<file path="src/rtl/core/exti_pkg.sv">
package exti_pkg;

  // Fixed sizes of the block.
  localparam int LINE_COUNT = 16;
  localparam int PORT_COUNT = 4;
  localparam int PIN_W      = 16;
  localparam int ROUTE_W    = 2;
  localparam int IRQ_W      = 7;
  localparam int CFG_DATA_W = 32;
  localparam int CFG_IDX_W  = 2;

  // Item kinds; the fourth code has no meaning and changes nothing.
  typedef enum logic [1:0] {
    KIND_TICK    = 2'd0,
    KIND_CLEAR   = 2'd1,
    KIND_TRIGGER = 2'd2
  } kind_e_t;

  // Configuration register indexes.
  typedef enum logic [CFG_IDX_W-1:0] {
    CFG_ROUTE   = 2'd0,
    CFG_RISE_EN = 2'd1,
    CFG_FALL_EN = 2'd2,
    CFG_UNMASK  = 2'd3
  } cfg_reg_e_t;

  typedef struct packed {
    logic [1:0]       kind;
    logic [PIN_W-1:0] port_a_pins;
    logic [PIN_W-1:0] port_b_pins;
    logic [PIN_W-1:0] port_c_pins;
    logic [PIN_W-1:0] port_d_pins;
    logic [PIN_W-1:0] line_mask;
  } in_item_t;

  typedef struct packed {
    logic [PIN_W-1:0] pending_lines;
    logic [IRQ_W-1:0] irq_vector;
  } out_item_t;

  // Control shared by every lane for the item being accepted.
  typedef struct packed {
    logic       accept;
    logic [1:0] kind;
  } lane_ctl_t;

  // Handshake control for the merging stage.
  typedef struct packed {
    logic load;
    logic out_stall;
  } merge_ctl_t;

endpackage

</file>
<file path="src/rtl/core/external_interrupt_line_controller_core.sv">
// External interrupt line controller: sixteen lines, each fed by pin n of one
// of four ports, detect enabled rising and falling edges at pin sample ticks
// and hold sticky pending bits, which software can also set (trigger) or
// clear (write one to clear) by mask. Every item gives one result item with
// the pending bits and the grouped unmasked requests. One lane per line
// works in parallel and a merging stage builds the result register, so an
// item is taken every cycle and its result appears in the next cycle; the
// only wait is a result register held by out_stall. The user must write
// configuration (cfg_wr_en, cfg_index, cfg_wdata) only while idle; the
// block does not enforce it; all but the result item register reset to zero.
module external_interrupt_line_controller_core (
  input  logic                                clk,
  input  logic                                rst_n,
  input  logic                                in_valid,
  output logic                                in_stall,
  input  exti_pkg::in_item_t                  in_item,
  output logic                                out_valid,
  input  logic                                out_stall,
  output exti_pkg::out_item_t                 out_item,
  input  logic                                cfg_wr_en,
  input  logic [exti_pkg::CFG_IDX_W-1:0]      cfg_index,
  input  logic [exti_pkg::CFG_DATA_W-1:0]     cfg_wdata
);
  import exti_pkg::*;

  logic [2*PIN_W-1:0] route_r;
  logic [PIN_W-1:0]   rise_en_r;
  logic [PIN_W-1:0]   fall_en_r;
  logic [PIN_W-1:0]   unmask_r;

  logic                  accept;
  lane_ctl_t             lane_ctl;
  merge_ctl_t            merge_ctl;
  logic [LINE_COUNT-1:0] lane_pending;
  logic [PORT_COUNT-1:0] lane_pins [LINE_COUNT];
  logic [PIN_W-1:0]      port_pins [4];

  // Configuration writes.
  always_ff @(posedge clk) begin
    if (!rst_n) begin
      route_r   <= '0;
      rise_en_r <= '0;
      fall_en_r <= '0;
      unmask_r  <= '0;
    end else if (cfg_wr_en) begin
      unique case (cfg_reg_e_t'(cfg_index))
        CFG_ROUTE:   route_r   <= cfg_wdata;
        CFG_RISE_EN: rise_en_r <= cfg_wdata[PIN_W-1:0];
        CFG_FALL_EN: fall_en_r <= cfg_wdata[PIN_W-1:0];
        CFG_UNMASK:  unmask_r  <= cfg_wdata[PIN_W-1:0];
        default:     route_r   <= route_r;
      endcase
    end
  end

  // Input is taken unless a finished result is still waiting.
  assign in_stall = out_valid & out_stall;
  assign accept   = in_valid & ~in_stall;

  assign lane_ctl.accept     = accept;
  assign lane_ctl.kind       = in_item.kind;
  assign merge_ctl.load      = accept;
  assign merge_ctl.out_stall = out_stall;

  // Give each lane its pin from every port.
  always_comb begin
    port_pins[0] = in_item.port_a_pins;
    port_pins[1] = in_item.port_b_pins;
    port_pins[2] = in_item.port_c_pins;
    port_pins[3] = in_item.port_d_pins;
    for (int l = 0; l < LINE_COUNT; l++) begin
      for (int p = 0; p < PORT_COUNT; p++) begin
        lane_pins[l][p] = port_pins[p][l];
      end
    end
  end

  // One lane per line.
  for (genvar g = 0; g < LINE_COUNT; g++) begin : g_lane
    exti_lane u_lane (
      .clk         (clk),
      .rst_n       (rst_n),
      .ctl         (lane_ctl),
      .port_pins   (lane_pins[g]),
      .route       (route_r[ROUTE_W*g +: ROUTE_W]),
      .rise_en     (rise_en_r[g]),
      .fall_en     (fall_en_r[g]),
      .mask_bit    (in_item.line_mask[g]),
      .pending_nxt (lane_pending[g])
    );
  end

  exti_merge u_merge (
    .clk          (clk),
    .rst_n        (rst_n),
    .ctl          (merge_ctl),
    .lane_pending (lane_pending),
    .unmask       (unmask_r),
    .out_valid    (out_valid),
    .out_item     (out_item)
  );

  // Input is only held back by a waiting result.
  a_stall_needs_result: assert property (@(posedge clk) disable iff (!rst_n)
    in_stall |-> out_valid)
    else $error("input stalled with no result waiting");

  // Every accepted item leaves a result behind.
  a_accept_gives_result: assert property (@(posedge clk) disable iff (!rst_n)
    accept |=> out_valid)
    else $error("accepted item produced no result");

  // A clear leaves none of the masked lines pending.
  a_clear_done: assert property (@(posedge clk) disable iff (!rst_n)
    (accept && in_item.kind == KIND_CLEAR) |=>
      ((out_item.pending_lines & $past(in_item.line_mask)) == '0))
    else $error("cleared line still pending");

  // A software trigger leaves all masked lines pending.
  a_trigger_done: assert property (@(posedge clk) disable iff (!rst_n)
    (accept && in_item.kind == KIND_TRIGGER) |=>
      ((out_item.pending_lines & $past(in_item.line_mask))
        == $past(in_item.line_mask)))
    else $error("triggered line not pending");

endmodule

</file>
<file path="src/rtl/core/exti_lane.sv">
module exti_lane (
  input  logic                                   clk,
  input  logic                                   rst_n,
  input  exti_pkg::lane_ctl_t                    ctl,
  input  logic [exti_pkg::PORT_COUNT-1:0]        port_pins,
  input  logic [exti_pkg::ROUTE_W-1:0]           route,
  input  logic                                   rise_en,
  input  logic                                   fall_en,
  input  logic                                   mask_bit,
  output logic                                   pending_nxt
);
  import exti_pkg::*;

  logic prev_r;
  logic prev_nxt;
  logic pending_r;
  logic level;
  logic rise;
  logic fall;

  // Pick the routed port's pin; a route to an absent port reads low.
  always_comb begin
    level = 1'b0;
    if (int'(route) < PORT_COUNT) begin
      level = port_pins[route];
    end
  end

  assign rise = level & ~prev_r & rise_en;
  assign fall = ~level & prev_r & fall_en;

  // Next pending bit and level memory for one item.
  always_comb begin
    prev_nxt    = prev_r;
    pending_nxt = pending_r;
    unique case (ctl.kind)
      KIND_TICK: begin
        prev_nxt    = level;
        pending_nxt = pending_r | rise | fall;
      end
      KIND_CLEAR:   pending_nxt = pending_r & ~mask_bit;
      KIND_TRIGGER: pending_nxt = pending_r | mask_bit;
      default:      pending_nxt = pending_r;
    endcase
  end

  // State moves only when an item is taken.
  always_ff @(posedge clk) begin
    if (!rst_n) begin
      prev_r    <= 1'b0;
      pending_r <= 1'b0;
    end else if (ctl.accept) begin
      prev_r    <= prev_nxt;
      pending_r <= pending_nxt;
    end
  end

endmodule

</file>
<file path="src/rtl/core/exti_merge.sv">
module exti_merge (
  input  logic                              clk,
  input  logic                              rst_n,
  input  exti_pkg::merge_ctl_t              ctl,
  input  logic [exti_pkg::LINE_COUNT-1:0]   lane_pending,
  input  logic [exti_pkg::PIN_W-1:0]        unmask,
  output logic                              out_valid,
  output exti_pkg::out_item_t               out_item
);
  import exti_pkg::*;

  logic [PIN_W-1:0] pending_full;
  logic [PIN_W-1:0] active;
  out_item_t        item_nxt;
  out_item_t        item_r;
  logic             valid_r;
  logic             valid_nxt;

  // Gather the lanes and group the unmasked lines onto the request outputs.
  always_comb begin
    pending_full                   = '0;
    pending_full[LINE_COUNT-1:0]   = lane_pending;
    active                         = pending_full & unmask;
    item_nxt.pending_lines         = pending_full;
    item_nxt.irq_vector            = '0;
    item_nxt.irq_vector[4:0]       = active[4:0];
    item_nxt.irq_vector[5]         = |active[9:5];
    item_nxt.irq_vector[6]         = |active[15:10];
  end

  // The result register holds until the item is taken downstream.
  always_comb begin
    valid_nxt = valid_r;
    if (ctl.load) begin
      valid_nxt = 1'b1;
    end else if (!ctl.out_stall) begin
      valid_nxt = 1'b0;
    end
  end

  always_ff @(posedge clk) begin
    if (!rst_n) begin
      valid_r <= 1'b0;
    end else begin
      valid_r <= valid_nxt;
    end
  end

  always_ff @(posedge clk) begin
    if (ctl.load) begin
      item_r <= item_nxt;
    end
  end

  assign out_valid = valid_r;
  assign out_item  = item_r;

endmodule

</file>
<file path="config.mk">
export PLATFORM = sky130hd
export DESIGN_NAME = external_interrupt_line_controller_core
export DESIGN_NICKNAME = d
export VERILOG_FILES = /design/src/rtl/core/exti_pkg.sv /design/src/rtl/core/external_interrupt_line_controller_core.sv /design/src/rtl/core/exti_lane.sv /design/src/rtl/core/exti_merge.sv
export SDC_FILE = /design/constraint.sdc
export NUM_CORES = 1
export LEC_CHECK = 0
export ABC_AREA = 1
export BUFFER_PORTS_ARGS = -buffer_cell sky130_fd_sc_hd__buf_4
export CAP_MARGIN = 25
export CORE_ASPECT_RATIO = 1.2
export CORE_MARGIN = 1
export CORE_UTILIZATION = 50
export DETAILED_ROUTE_END_ITERATION = 8
export PLACE_DENSITY = 0.79
export REMOVE_ABC_BUFFERS = 1
export SLEW_MARGIN = 20
export SYNTH_ARGS = -nofsm -noshare
export SYNTH_HDL_FRONTEND = slang
export SYNTH_SLANG_ARGS = --single-unit
</file>
<file path="constraint.sdc">
create_clock -name clk -period 2.7 [get_ports clk]
set_clock_uncertainty 0.2 [all_clocks]
set_input_delay 0.135 -clock clk [delete_from_list [all_inputs] [get_ports clk]]
set_output_delay 0.135 -clock clk [all_outputs]
set_load 0.1 [all_outputs]
</file>
## Yosys cells after proc, flatten, opt, wreduce, memory -nomap -nowiden

Cells that the tools add are included.

| storage, ports and cells | value |
|---|---|
| logic and storage cells | 300 |
| register bits | 136 |

| operators by class | value |
|---|---|
| eq/ne operators | 6 |
| multiplexer cells | 50 |
| reductions and logical operators | 9 |
| bitwise operators | 180 |
| magnitude comparators | 16 |

Operator list:

| operator | count |
|---|---|
| 1-bit bitwise AND | 82 |
| 1-bit inverter | 49 |
| 2-bit by 3-bit less-than comparator with 1-bit output, second input constant | 16 |
| 1-bit bitwise OR | 48 |
| 1-bit case mux with 3 select lines | 16 |
| 1-bit binary-select mux with 2-bit select | 16 |
| 1-bit 2-to-1 mux | 18 |
| 16-bit bitwise AND | 1 |
| 2-bit AND reduction | 5 |
| 2-bit == test, second input constant | 3 |
| 6-bit OR reduction | 1 |
| 5-bit OR reduction | 1 |
| 2-bit by 1-bit == test with 1-bit output, second input constant | 2 |
| 2-bit zero test | 2 |
| 2-bit by 1-bit inequality test with 1-bit output, second input constant | 1 |

## Depth between registers and ports, before layout

Gate-level depths: netlist (run 1).

| depth | value |
|---|---|
| depth in word-level cells | 9 |
| depth in mapped cells | 12 |
| depth with buffers taken out | 12 |

## Modules after synthesis

A second synthesis (run 1) with hierarchy kept.

| second synthesis, totals | value |
|---|---|
| cells, all modules | 1,139 |
| area total of the unflattened synthesis | 7,598.5 um^2 |

By module, submodules not included:

| module | cells each | instances | area each (um^2) |
|---|---|---|---|
| exti_lane | 35 | 16 | 211.5 |
| external_interrupt_line_controller_core | 521 | 1 | 3,375.7 |
| exti_merge | 58 | 1 | 839.6 |

## Worst setup path before layout (run 1)

No wires, ideal clock.

| timing path | value |
|---|---|
| path type | register to register |
| start | register u_merge.valid_r (netlist: u_merge.out_valid) |
| end | register g_lane[5].u_lane.prev_r |
| setup slack | -765 ps |
| stages on the path, launching flop included | 10 |
| clock period less this slack | 3,465 ps |
| buffers on the path | 1 |
| required time | 2,390 ps |
| data arrival time | 3,155 ps |
| path through | dfxtp_1 -> nand2_1 -> inv_1 -> nor2_1 -> nand2_1 -> buf_2 -> nand2_1 -> o21ai_0 -> nand2_1 -> inv_1 |

| on the way | value |
|---|---|
| longest elaborated chain between the ends | 4 |

Ends and longest elaborated chain:

| element | RTL line | source |
|---|---|---|
| start: declaration | exti_merge.sv:16 | `logic valid_r;` |
| start signal: assignment | exti_merge.sv:45 | `valid_r <= valid_nxt;` |
| 1-bit bitwise AND | external_interrupt_line_controller_core.sv:57 | `assign in_stall = out_valid & out_stall;` |
| via in_stall | external_interrupt_line_controller_core.sv:15 | `output logic in_stall,` |
| 1-bit inverter | external_interrupt_line_controller_core.sv:58 | `assign accept = in_valid & ~in_stall;` |
| 1-bit bitwise AND | external_interrupt_line_controller_core.sv:58 |  |
| via accept | external_interrupt_line_controller_core.sv:31 | `logic accept;` |
| 2-bit AND reduction (no line) | n/a |  |
| end signal: assignment | exti_lane.sv:53 | `prev_r <= prev_nxt;` |
| end: declaration | exti_lane.sv:14 | `logic prev_r;` |

The timed path passes the listed nets, and every way through them passes these cells.
A chain may end at the register's enable or synchronous reset.

## Worst setup path after layout (run 1)

| timing path | value |
|---|---|
| start | input port rst_n |
| end | register u_merge.valid_r (netlist: u_merge.out_valid) |

RTL lines:

| element | RTL line | source |
|---|---|---|
| start: declaration | external_interrupt_line_controller_core.sv:13 | `input logic rst_n,` |

No word-level cell between the ends.

==> results of run 1 <==
layout by cell type (no fill, tap or decap), types with 4 or more instances in the layout:
cell           Yosys  layout
a31oi_1            4       4
clkinv_2           0       4
dfxtp_1          113     113
inv_2              4       4
inv_1            149     149
dlygate4sd3_1      0      49
nand3_1           76      75
bufinv_16          0       5
nand3_2            6       7
o21ai_0          115     115
nor2_1            37      36
o21ai_1            9       9
edfxtp_1          23      23
clkbuf_16          0      17
buf_4              1     155
nand2_1          179     179
a21oi_1           96      96
o21ai_2           16      16
cells by family after synthesis:
family / synth area share, %
DFF: 47.0
buffers and inverters: 11.8
AOI/OAI and AO/OA: 20.4
and+or+nand+nor: 20.8
timing repair:
item,4_1_cts,5_1_grt
endpoints found under the hold margin,113,0
hold buffers,49,0
resized for setup,0,0
buffers inserted,0,0
power by group:
part | total [mW] | internal, mW | switching (mW)
clock network | 2.51 | 1.66 | 0.858
registers | 2.26 | 2.20 | 0.0654
logic | 0.957 | 0.346 | 0.612
final cells by class:
cell class / count / area share, %
clock buffers: 19 / 5.14
clock inverters: 13 / 2.34
inverters: 153 / 6.66
multi-input cells: 547 / 30.1
flip-flops and latches: 136 / 34.2
well taps: 161 / 2.34
repair buffers: 204 / 19.2
worst reg2reg max path: cells and delay by family, from the launching register on:
| kind | cells | cell delay, ns |
|---|---|---|
| AOI/OAI and AO/OA | 2 | 0.36 |
| buffers and inverters | 3 | 0.83 |
| DFF | 1 | 0.34 |
| and+or+nand+nor | 2 | 0.14 |
sequential cells by signal, indices dropped and copies added (netlist names):
signal and count:
g_lane.u_lane.pending_r 16, unmask_r 16, u_merge.out_valid 1, route_r 32
fall_en_r 16, u_merge.out_item 23, rise_en_r 16, g_lane.u_lane.prev_r 16
per-layer routing:
layer,routed length [um],up-vias,part of all wire (%)
met1,6940,2891,40
met4,501,0,2.9
met5,0,-,0
li1,-,3199,-
met2,8770,234,51
met3,1050,43,6.1
stage by stage:
stage / instance area [um2] / hold WS, ns / std cells / TNS, ns
after global placement: 7490 / 0.187 / 1152 / 0
after detailed placement: 7490 / 0.195 / 1152 / 0
after floorplan: 6110 / 0.0326 / 836 / -44.49
final: 8620 / 0.0260 / 1233 / 0
after global routing: 8620 / 0.0579 / 1233 / 0
after CTS: 8620 / 0.00891 / 1233 / 0
path summary, 6_finish.rpt:
| kind | cells after the start | slack, ns | endpoint |
|---|---|---|---|
| setup / recovery | 5 | 0.35 | u_merge.out_valid |
| hold reg to reg | 2 | 0.25 | fall_en_r[8] |
| hold / removal | 7 | 0.03 | g_lane[0].u_lane.prev_r |
| setup reg to reg | 7 | 0.73 | g_lane[13].u_lane.pending_r |
==> out/results.ini, run 1 <==
[clocking]
clk_pin_slew_ns = 0.06
cts_tree = yes
cts_buffers = 17
clock-root-buffer = clkbuf_16
clock_path_buffers = 2
insertion_delay_ns = 0.42
cts_sinks = 136
cts_max_level = 4

[run_status]
status = completed

[placement]
dpl_worst_slack_ns = 0.845
io_buffer_count = 145
hpwl_um = 11200
place_congestion = 0.796

[sta]
drv_slew = 0
layout_worst_path_cycle_share_pct = 86.9
grt_setup_unrepaired = false
hold_violations = 0
setup-violations-final = 0
tightest_slew_ns = 0.936
min_period_ns = 2.35
slew_headroom_pct = 37.6
setup_slack_ns = 0.353
fmax_ghz = 0.426

[power_and_ir_drop]
leakagePower_nw = 4.05
p_per_area_mw_per_mm2 = 665
vdd_ir_drop_max_mv = 0.423
p_total_mw = 5.73

[setup_path]
critPathCaptureType = flop
crit_top_cell = dlygate4sd3_1
crit_buf_inv = 4
path_delay_family = buffers and inverters
worstPathRequired_ns = 2.85
crit_arrival_ns = 2.50
r2r-start = u_merge.out_valid
crit_fanout = 56
path_class = input port to flop
max_stage_delay_ns = 0.58
start_kind = input port
cp_slowest_cell = dlygate4sd3_1
startpoint = rst_n
crit_chain = dlygate4sd3_1, buf_4, inv_1, a21oi_1, dlygate4sd3_1

[global_routing]
grt_pass1_vias = 6093
grtUsageMet1_pct = 31.5
grt_overflow_total = 0
met2_usage_pct = 47.1
top_usage_layer = met2
grt_max_degree = 57
grt_use_met3_pct = 4.92
gr-usage-all-layers_pct = 26.8
grt_pass1_wl_um = 27800
antenna_found_initial = 0

[cells_and_area]
fillers = 975
multi_input_area_mm2 = 0.00259
drive_gt1_share_pct = 20.3
area_growth_pct = 37.2
register_area_mm2 = 0.00295
utilization_pct = 70.9
nets = 1180
diodes = 0

[yosys]
yosys-top-cells-count = nand2_1, inv_1, o21ai_0
postSynthAreaPerCell_um2 = 7.20
ys_seq_area_share_pct = 47.0
async_flop_share_pct = 0
yosysUniqueCellTypes = 25
synth-seq-cells = 136
synthFlopType = dfxtp_1
synth_area_leaders = dfxtp_1, edfxtp_1, nand2_1, o21ai_0, inv_1
synth_top_cell_by_area = dfxtp_1
synth_top_area_share_pct = 36.0
yosysMostFrequentCell = nand2_1
synth_area_mm2 = 0.00628
synth_edf_count = 23
yosysWarningCount = 0
synth_cells = 872

[route]
viasPerCell = 5.16
drc = 0
routed-via-count = 6367
drt_wl_total_um = 17300
ant_nets = 0
wl_per_cell_um = 14.0
drt_pass1_iterations = 7
drt_iter0_drc = 397

[worst_hold_path]
hp-class = input port to flop
min-delay-start = in_item[32]

[floorplanning]
num_rows = 44
dieWidth_um = 104
die_area_mm2 = 0.0130
initial_utilization_pct = 51.6
die_y_um = 125
core_area_mm2 = 0.0122
pin_count = 146

[flow_run]
drv_cap = 0

Power figures use the tool's default switching activity.
==> inputs of run 2 (changes only) <==
Settings changed: PLACE_DENSITY 0.79 to unset, PLACE_DENSITY_LB_ADDON set to 0.2.
==> run 2 against run 1 <==
Compared with the run above: core utilization rose by 0.94 points; sequential share of layout area fell by 0.43 points; flip-flop and latch count did not move; non-clock buffer count rose by 10; highest routed layer unchanged; register-to-register slack got worse by 0.54 ns; count of clock-buffer cells in the layout fell by 2; worst hold slack got worse by 0.0078 ns.
==> out/results.ini, run 2 (synthesis results as in run 1) <==
[route]
routed-via-count = 6321  ; was 6367
viasPerCell = 5.09  ; was 5.16
drt_iter0_drc = 302  ; was 397
drt_wl_total_um = 17500  ; was 17300 um
wl_per_cell_um = 14.0  ; about the same
drt_pass1_iterations = 5  ; was 7
drc = 0  ; unchanged
ant_nets = 0  ; unchanged

[setup_path]
crit_chain = dlygate4sd3_1, buf_4, nand2_1, nand3_1, dlygate4sd3_1, nand2_1, dlygate4sd3_1, inv_1, nand3_1, nand3_1, nand2_1, nand3_1, o21ai_1, inv_1  ; was dlygate4sd3_1, buf_4, inv_1, a21oi_1, dlygate4sd3_1
start_kind = input port  ; unchanged
r2r-end = g_lane[3].u_lane.pending_r  ; was g_lane[13].u_lane.pending_r
crit_arrival_ns = 2.62  ; was 2.50 ns
path_class = input port to flop  ; unchanged
rr_worst_depth = 13  ; was 7
crit_top_cell = nand3_1  ; was dlygate4sd3_1
r2r-start = route_r[6]  ; was u_merge.out_valid
path_delay_family = buffers and inverters  ; unchanged
crit_buf_inv = 6  ; was 4
max_stage_delay_ns = 0.55  ; was 0.58 ns
r2r_slack_ns = 0.19  ; was 0.73 ns
worstPathRequired_ns = 2.81  ; was 2.85 ns
critPathCaptureType = flop  ; unchanged
cp_slowest_cell = dlygate4sd3_1  ; unchanged
crit_fanout = 2  ; was 56

[global_routing]
antenna_found_initial = 0  ; unchanged
grt_pass1_vias = 6020  ; was 6093
grt_max_degree = 45  ; was 57
grt_overflow_total = 0  ; unchanged
gr-usage-all-layers_pct = 27.4  ; was 26.8%
grt_pass1_wl_um = 28100  ; was 27800 um

[sta]
setup_tns_ns = 0  ; unchanged
fmax_ghz = 0.398  ; was 0.426 GHz
grt_setup_unrepaired = false  ; unchanged
tightest_slew_ns = 0.974  ; was 0.936 ns
slew_headroom_pct = 35.0  ; was 37.6%
drv_slew = 0  ; unchanged
finalHoldWorstSlack_ns = 0.0181  ; was 0.0260 ns
setup_slack_ns = 0.186  ; was 0.353 ns
layout_worst_path_cycle_share_pct = 93.1  ; was 86.9%
hold_violations = 0  ; unchanged
setup-violations-final = 0  ; unchanged
min_period_ns = 2.51  ; was 2.35 ns

[cells_and_area]
largest_register_ffs = 32  ; unchanged
final_design_area_no_fill_mm2 = 0.00874  ; was 0.00862 mm2
diodes = 0  ; unchanged
area_growth_pct = 39.1  ; was 37.2%
fin_cells = 1243  ; was 1233
drive_gt1_share_pct = 20.1  ; was 20.3%
top_register = route_r  ; unchanged
utilization_pct = 71.8  ; was 70.9%
layout_commonest_cell = nand2_1  ; unchanged
nets = 1190  ; was 1180
mostFrequentLayoutCells = nand2_1, buf_4, inv_1  ; unchanged

[clocking]
clock_path_buffers = 2  ; unchanged
cts_tree = yes  ; unchanged
cts_sinks = 136  ; unchanged
clk_pin_slew_ns = 0.06  ; about the same
cts_max_level = 4  ; unchanged
clock-root-buffer = clkbuf_16  ; unchanged
post_cts_buffers = 0  ; unchanged
insertion_delay_ns = 0.41  ; was 0.42 ns
cts_buffers = 17  ; unchanged

[worst_hold_path]
hold-path-cell-count = 4  ; was 7
min_to = u_merge.out_item[13]  ; was g_lane[0].u_lane.prev_r
hp-class = input port to flop  ; unchanged
min-delay-start = out_stall  ; was in_item[32]

[placement]
dp_cells = 1152  ; unchanged
place_congestion = 0.797  ; was 0.796
dpl_cell_area_mm2 = 0.00749  ; unchanged
io_buffer_count = 145  ; unchanged
dpl_worst_slack_ns = 0.794  ; was 0.845 ns
hpwl_um = 11400  ; was 11200 um

[power_and_ir_drop]
power_switching_mw = 1.54  ; about the same
leakagePower_nw = 4.11  ; was 4.05 nW
seqPwrFrac_pct = 39.0  ; was 39.5%
p_total_mw = 5.81  ; was 5.73 mW
p_comb_share_pct = 16.7  ; about the same
p_sw_share_pct = 26.5  ; was 26.8%
p_per_area_mw_per_mm2 = 665  ; about the same
vdd_ir_drop_max_mv = 0.338  ; was 0.423 mV
p_clk_share_pct = 44.3  ; was 43.9%
cellInternalPower_mw = 4.27  ; was 4.20 mW

[run_status]
status = completed  ; unchanged

[flow_run]
drv_cap = 0  ; unchanged

[floorplanning]
die_area_mm2 = 0.0130  ; unchanged
dieWidth_um = 104  ; unchanged
core_area_mm2 = 0.0122  ; unchanged
initial_utilization_pct = 51.6  ; unchanged
num_rows = 44  ; unchanged
pin_count = 146  ; unchanged
die_y_um = 125  ; unchanged

## run 2: changes by cell type in the layout (fill, tap and decap cells not counted)
cell / delta
bufinv_16: +1
dfxtp_2: +1
clkbuf_8: -1
clkinv_1: +2
clkbuf_1: -1
dlygate4sd3_1: +10
clkinvlp_4: -1
dfxtp_1: -1
## run 2: timing repair
action	4_1_cts	5_1_grt
setup endpoints to repair	0	1
resized for setup	0	1
hold endpoints to repair	113	0
hold buffers	59	0
## run 2: worst max-delay path by stage
stage / startpoint / endpoint / cells after the start
finish: in_item[35] / g_lane[3].u_lane.pending_r / 14
global placement: in_item[80] / u_merge.out_item[5] / 10
detailed placement: u_merge.out_valid / g_lane[2].u_lane.pending_r / 7
CTS: route_r[6] / g_lane[3].u_lane.pending_r / 13
floorplan: u_merge.out_valid / g_lane[0].u_lane.prev_r / 6
global route: route_r[6] / g_lane[3].u_lane.pending_r / 13
## run 2: layer usage
metal  part of all wire (%)  wire length, um  global-route usage (%)
met3                    5.5              962                    5.60
met2                     50             8640                    48.4
met4                    2.1              375                    8.91
met1                     43             7480                    32.9
met5                      0                0                       0
## run 2: layout make-up
type	instances	area (um2)
Clock buffer	17	425
Clock inverter	15	231
Fill cell	989	3430
Inverter	153	574
Multi-Input combinational cell	547	2590
Sequential cell	136	2950
Tap cell	161	201
Timing Repair Buffer	214	1750
## run 2: worst reg2reg max path, cell delays in order (launching register included)
cell,delay (ns)
dfxtp_2,0.33
inv_1,0.06
nand2_1,0.05
nand3_1,0.05
dlygate4sd3_1,0.55
nand2_1,0.08
dlygate4sd3_1,0.55
inv_1,0.05
nand3_1,0.06
nand3_1,0.06
nand2_1,0.08
nand3_1,0.09
o21ai_1,0.13
inv_1,0.05
## run 2: power by group through the flow
stage / Sequential, mW / Combinational, mW / Clock (mW)
CTS: 2.26 / 0.965 / 2.59
global route: 2.27 / 1.05 / 2.68
floorplan: 2.51 / 0.340 / 0
finish: 2.26 / 0.971 / 2.57
global placement: 2.30 / 0.876 / 0
detailed placement: 2.30 / 0.887 / 0
